<file path="config.mk">
export PLATFORM = sky130hd
export DESIGN_NAME = rspr_calc
export DESIGN_NICKNAME = d
export VERILOG_FILES = /design/src/rspr_pkg.sv /design/src/rspr_calc.sv
export SDC_FILE = /design/constraint.sdc
export NUM_CORES = 2
export LEC_CHECK = 0
export BUFFER_PORTS_ARGS = -buffer_cell sky130_fd_sc_hd__buf_2
export CAP_MARGIN = 0
export CORE_ASPECT_RATIO = 0.8
export CORE_MARGIN = 1.5
export CORE_UTILIZATION = 45
export CTS_CLUSTER_DIAMETER = 100
export DETAILED_ROUTE_END_ITERATION = 7
export GPL_TIMING_DRIVEN = 1
export SYNTH_ARGS = -nofsm -noshare
export SYNTH_HDL_FRONTEND = slang
export SYNTH_SLANG_ARGS = --single-unit
</file>
<file path="constraint.sdc">
create_clock -name clk -period 46.2 [get_ports clk]
set_clock_uncertainty 0.2 [all_clocks]
set_input_delay 4.62 -clock clk [delete_from_list [all_inputs] [get_ports clk]]
set_output_delay 4.62 -clock clk [all_outputs]
set_load 0.01 [all_outputs]
</file>
<file path="src/rspr_pkg.sv">
// Shared types and constants for the render span position resolver.
package rspr_pkg;

  localparam int FrameW = 64;
  localparam int EpochW = 32;

  // Function codes of an input item.
  localparam logic FUNC_PUBLISH = 1'b0;
  localparam logic FUNC_RESOLVE = 1'b1;

  // One stored span.
  typedef struct packed {
    logic [FrameW-1:0] out_begin;
    logic [FrameW-1:0] out_end;
    logic [FrameW-1:0] src_begin;
    logic [FrameW-1:0] src_end;
    logic [EpochW-1:0] epoch;
  } span_t;

  // Request from the walk controller to the arithmetic unit.
  typedef struct packed {
    logic              start;
    logic [FrameW-1:0] offset;
    logic [FrameW-1:0] src_len;
    logic [FrameW-1:0] out_len;
    logic [FrameW-1:0] src_begin;
    logic [FrameW-1:0] modulus;
  } calc_req_t;

  // Answer of the arithmetic unit.
  typedef struct packed {
    logic              done;
    logic              ok;
    logic [FrameW-1:0] value;
  } calc_rsp_t;

endpackage

</file>
<file path="src/rspr_calc.sv">
// Bit-serial scale and wrap unit: (begin + floor(off*num/den)) mod modulus.
module rspr_calc import rspr_pkg::*; (
  input  logic      clk,
  input  logic      rst_n,
  input  calc_req_t req,
  output calc_rsp_t rsp
);

  typedef enum logic [2:0] {S_IDLE, S_MUL, S_CHK, S_DIV, S_SUM, S_MOD} state_t;

  state_t              state_r;
  logic [6:0]          cnt_r;
  logic [2*FrameW-1:0] prod_r;
  logic [FrameW-1:0]   mcand_r, mplier_r, den_r, sb_r, modv_r, quo_r;
  logic [FrameW-1:0]   rem_r;
  logic [FrameW:0]     sum_r;
  logic                done_r, ok_r;
  logic [FrameW-1:0]   val_r;

  logic [2*FrameW-1:0] prod_add;
  logic [FrameW:0]     rem_sh;
  logic                take;
  logic [FrameW:0]     sum_nxt;
  logic [FrameW:0]     mod_sh;

  // Shift-and-add product step, one restoring divide step, one mod step.
  always_comb begin
    prod_add = prod_r + ({{FrameW{1'b0}}, mcand_r} << cnt_r[5:0]);
    rem_sh   = {rem_r, prod_r[2*FrameW-1]};
    take     = rem_sh >= {1'b0, den_r};
    sum_nxt  = {1'b0, sb_r} + {1'b0, quo_r};
    mod_sh   = {1'b0, modv_r} << cnt_r[5:0];
  end

  always_ff @(posedge clk) begin
    if (!rst_n) begin
      state_r <= S_IDLE;
      done_r  <= 1'b0;
    end else begin
      done_r <= 1'b0;
      unique case (state_r)
        S_IDLE: begin
          if (req.start) begin
            mcand_r  <= req.offset;
            mplier_r <= req.src_len;
            den_r    <= req.out_len;
            sb_r     <= req.src_begin;
            modv_r   <= req.modulus;
            prod_r   <= '0;
            cnt_r    <= '0;
            state_r  <= S_MUL;
          end
        end
        S_MUL: begin
          if (mplier_r[cnt_r[5:0]]) prod_r <= prod_add;
          if (cnt_r == 7'(FrameW - 1)) state_r <= S_CHK;
          cnt_r <= cnt_r + 7'd1;
        end
        S_CHK: begin
          // Quotient fits in 64 bits only when the high half is below den.
          if (prod_r[2*FrameW-1:FrameW] >= den_r) begin
            ok_r    <= 1'b0;
            val_r   <= '0;
            done_r  <= 1'b1;
            state_r <= S_IDLE;
          end else begin
            rem_r   <= prod_r[2*FrameW-1:FrameW];
            prod_r  <= {prod_r[FrameW-1:0], {FrameW{1'b0}}};
            quo_r   <= '0;
            cnt_r   <= '0;
            state_r <= S_DIV;
          end
        end
        S_DIV: begin
          rem_r  <= take ? FrameW'(rem_sh - {1'b0, den_r}) : rem_sh[FrameW-1:0];
          quo_r  <= {quo_r[FrameW-2:0], take};
          prod_r <= {prod_r[2*FrameW-2:0], 1'b0};
          if (cnt_r == 7'(FrameW - 1)) state_r <= S_SUM;
          cnt_r <= cnt_r + 7'd1;
        end
        S_SUM: begin
          if (sum_nxt[FrameW]) begin
            ok_r    <= 1'b0;
            val_r   <= '0;
            done_r  <= 1'b1;
            state_r <= S_IDLE;
          end else begin
            sum_r   <= sum_nxt;
            cnt_r   <= 7'(FrameW - 1);
            state_r <= S_MOD;
          end
        end
        S_MOD: begin
          // Subtract modulus shifted down from bit 63 to bit 0.
          if (mod_sh[FrameW] || (mod_sh >> cnt_r[5:0]) != {1'b0, modv_r}) begin
            // Shifted modulus lost bits: skip this position.
          end else if (sum_r >= mod_sh) begin
            sum_r <= sum_r - mod_sh;
          end
          if (cnt_r == '0) begin
            state_r <= S_IDLE;
            done_r  <= 1'b1;
            ok_r    <= 1'b1;
            val_r   <= (sum_r >= mod_sh && !mod_sh[FrameW] &&
                        (mod_sh >> cnt_r[5:0]) == {1'b0, modv_r})
                       ? FrameW'(sum_r - mod_sh) : sum_r[FrameW-1:0];
          end
          cnt_r <= cnt_r - 7'd1;
        end
        default: state_r <= S_IDLE;
      endcase
    end
  end

  assign rsp = '{done: done_r, ok: ok_r, value: val_r};

endmodule

</file>
==> reports/qor.yml <==
cts:
  post_cts_buffers: 0
  numCtsBuffers: 82
  clkLatencyLatePin_ps: 750
  clock-sinks: 717
  clk_pin_slew_worst_paths_ps: 70
  htreeDepth: 3
  ctsHoldBuffers: 0
  clk_path_buf_depth: 3
  cts_tree: "built"
  post_cts_resized: 0
  cts_root_buf: "clkbuf_16"
setup_path:
  crit_path_max_incr_delay_ps: 1020
  crit_path_frequent_cell: "buf_4"
  crit_family: "compound AO/OA/AOI/OAI gates"
  critPathLaunchType: "flop"
  crit_path_start: "cnt_r[1]"
  arrival_ps: 10730
  path_class: "flop to flop"
  worst_ep_required_time_ps: 46450
  reg2reg_from: "cnt_r[1]"
  crit_buf_inv: 5
  cp-end-kind: "flop"
  cp_max_fo: 115
  cp_slowest_cell: "a211oi_1"
  r2r_setup_slack_ps: 35720
  cp_cell_sequence: "buf_4 > buf_12 > nand2b_2 > o22ai_1 > a211oi_1 > o221ai_1 > o2bb2ai_1 > inv_1 > mux2_2 > mux2i_1 > o21ai_0 > o221ai_1 > nor3_1 > or4_1 > a2111o_1 > or4_1 > nor4_4 > buf_4 > buf_4 > mux2i_1 > nor2_1"
  r2r-end: "val_r[22]"
  worst_r2r_path_depth: 21
synth:
  synth.distinct_cells: 90
  syn_nets: 7534
  ys_seq_area_share_pct: 35.1
  muxShareOfSynthArea_pct: 9.60
  yosysMostFrequentCell: "nor2_1"
  synth_compound_area_share_pct: 22.8
  synth_edf_count: 713
  synthAdderAreaFrac_pct: 8.11
  synth-async-reset-ratio_pct: 0
  synth-xor-area-share_pct: 4.22
  yosysWarnings: 0
  syn_area_um2: 61200
  syn_inst: 6817
  synth-simple-area-share_pct: 16.1
  ys_top_cells_by_count: "721 x nor2_1, 713 x edfxtp_1, 647 x a21oi_1"
  synth_top_flop_cell: "edfxtp_1"
  syn_area_per_cell_um2: 8.98
  yosys.area.top_type: "edfxtp_1"
  yosys-top-cells-area: "edfxtp_1 35%, ha_1 7.9%, a21oi_1 5.3%"
  yosys.area.top_type_share_pct: 35.0
  synth_top_family_by_area: "compound AO/OA/AOI/OAI gates"
  synth-seq-cells: 717
hold_path:
  min_from: "quo_r[44]"
  hold_end: "quo_r[45]"
  hp-class: "flop to flop"
  whs_path_depth: 1
detailed_routing:
  drtPass1Iterations: 8
  ant_nets: 0
  wl_um: 280000
  drt_first_iter_violations: 8914
  drc: 5
  num_vias: 59000
  wire_per_inst_um: 31.7
  avgViaCountPerCell: 6.67
global_routing:
  first_global_vias: 54200
  grt_antenna_before_repair: 23
  grt.overflow.total: 0
  grt_first_pass_wirelength_um: 393000
  grtUsageTotal_pct: 39.0
  grt_max_degree: 171
pwr:
  power.total_w: 0.00420
  power_density_nw_per_um2: 62.0
  vdd_drop_max_v: 0.0000386
  p_leak_nw: 27.3
layout:
  syn_to_final_growth_pct: 10.7
  final_util_pct: 50.5
  drive_gt1_share_pct: 13.4
  fin_area_um2: 67800
  fill_cells: 12700
  nets: 7712
die:
  die_x_um: 415
  start_util_pct: 45.6
  pin_count: 389
  die_y_um: 333
  core_area_um2: 134000
  die_area_um2: 138000
  row_count: 120
placement:
  placed_area_um2: 64800
  gp_congestion: 1.13
  dpl.hpwl_um: 215000
  portBuffers: 388
sta:
  fin_crit_sh_pct: 22.7
  final-hold-violation-count: 0
  drv_slew: 0
  fin_crit_ps: 10480
  max_freq_mhz: 95.4
  finalSetupViolations: 0
  slew-limit-headroom_pct: 2.63
  holdWs_ps: 384
  tns_ps: 0
  rsz0062_at_grt: "false"
  worst_slew_pin_slew_ps: 1450
outcome:
  status: "finished, violations left"
  failed_checks: "DRC"
flow_run:
  maxCapViolCount: 0
-- sequential cells by signal, indices dropped and copies added, names as in the netlist --
| name | count |
|---|---|
| sum_r | 65 |
| den_r | 64 |
| modv_r | 64 |
| done_r | 1 |
| prod_r | 128 |
| val_r | 64 |
| quo_r | 64 |
| sb_r | 64 |
| ok_r | 1 |
| mcand_r | 64 |
| rem_r | 64 |
| cnt_r | 7 |
| mplier_r | 64 |
| state_r | 3 |
-- power breakdown --
part | switching [W] | internal (W)
Combinational | 0.00174 | 0.000824
Sequential | 0.0000926 | 0.000816
Clock | 0.000309 | 0.000422
Total | 0.00214 | 0.00206
-- worst register-to-register path, delay by kind of cell, from the launching register on --
kind	cells	cell delay, ps
and+or+nand+nor	6	2620
muxes	3	1320
DFF	1	330
buffers and inverters	5	2620
AOI/OAI and AO/OA	7	3090
-- kinds of logic (layout without fill, tap and decap cells) --
logic type,Yosys count,count (layout)
AO/OA/AOI/OAI,2211,2211
AND/OR/NAND/NOR,2140,2140
flip-flops,717,717
buffers and inverters,630,877
multiplexers,430,430
adder cells (fa/ha/maj),394,394
XOR/XNOR,295,295
other,0,6
-- layout by cell type (no fill, tap or decap), types with 70 or more instances in the layout --
| cell type | n |
|---|---|
| edfxtp_1 | 713 |
| nand4_1 | 104 |
| mux2_2 | 78 |
| and3_1 | 106 |
| mux4_2 | 118 |
| a22oi_1 | 70 |
| xnor2_1 | 185 |
| nor2b_1 | 80 |
| nand3_1 | 93 |
| mux2i_1 | 233 |
| a21oi_1 | 647 |
| buf_2 | 388 |
| xor2_1 | 110 |
| nand2_1 | 614 |
| clkbuf_16 | 84 |
| ha_1 | 389 |
| and2_1 | 75 |
| buf_4 | 114 |
| a21o_1 | 232 |
| nand2b_1 | 77 |
| o21bai_1 | 74 |
| nor3_1 | 123 |
| inv_1 | 208 |
| o21ai_0 | 491 |
| o22ai_1 | 126 |
| nor2_1 | 717 |
-- cell type report --
| cell class | count | area, µm² | area share (%) |
|---|---|---|---|
| Multi-Input combinational cell | 5470 | 37400 | 55.1 |
| Sequential cell | 717 | 21500 | 31.7 |
| Timing Repair Buffer | 509 | 2940 | 4.33 |
| Tap cell | 1769 | 2210 | 3.26 |
| Clock buffer | 90 | 2130 | 3.15 |
| Clock inverter | 63 | 821 | 1.21 |
| Inverter | 215 | 813 | 1.20 |
| Antenna cell | 6 | 15.0 | 0.0221 |
-- metal layers --
| metal | up-vias | routed length (µm) | part of all wire (%) | global-route usage [%] |
|---|---|---|---|---|
| met5 | - | 136 | 0.049 | 0 |
| met4 | 22 | 12400 | 4.4 | 15.2 |
| met3 | 571 | 36900 | 13 | 12.5 |
| met2 | 3673 | 106000 | 38 | 51.1 |
| met1 | 28600 | 124000 | 44 | 58.3 |
| li1 | 26100 | - | - | - |
-- how the worst max path moves through the flow --
stage / cells past startpoint / slack [ps] / endpoint
final: 21 / 35720 / val_r[22]
after global routing: 21 / 35830 / val_r[25]
after CTS: 21 / 36320 / val_r[22]
after detailed placement: 21 / 36290 / val_r[22]
after global placement: 21 / 36360 / val_r[35]
after floorplan: 2 / 6790 / den_r[0]
-- metrics by stage --
stage,cells,worst slack (ps)
global route,8833,35830
global placement,8679,36360
finish,8839,35720
floorplan,6817,6790
CTS,8832,36320
detailed placement,8679,36290
Power figures use the tool's default switching activity.
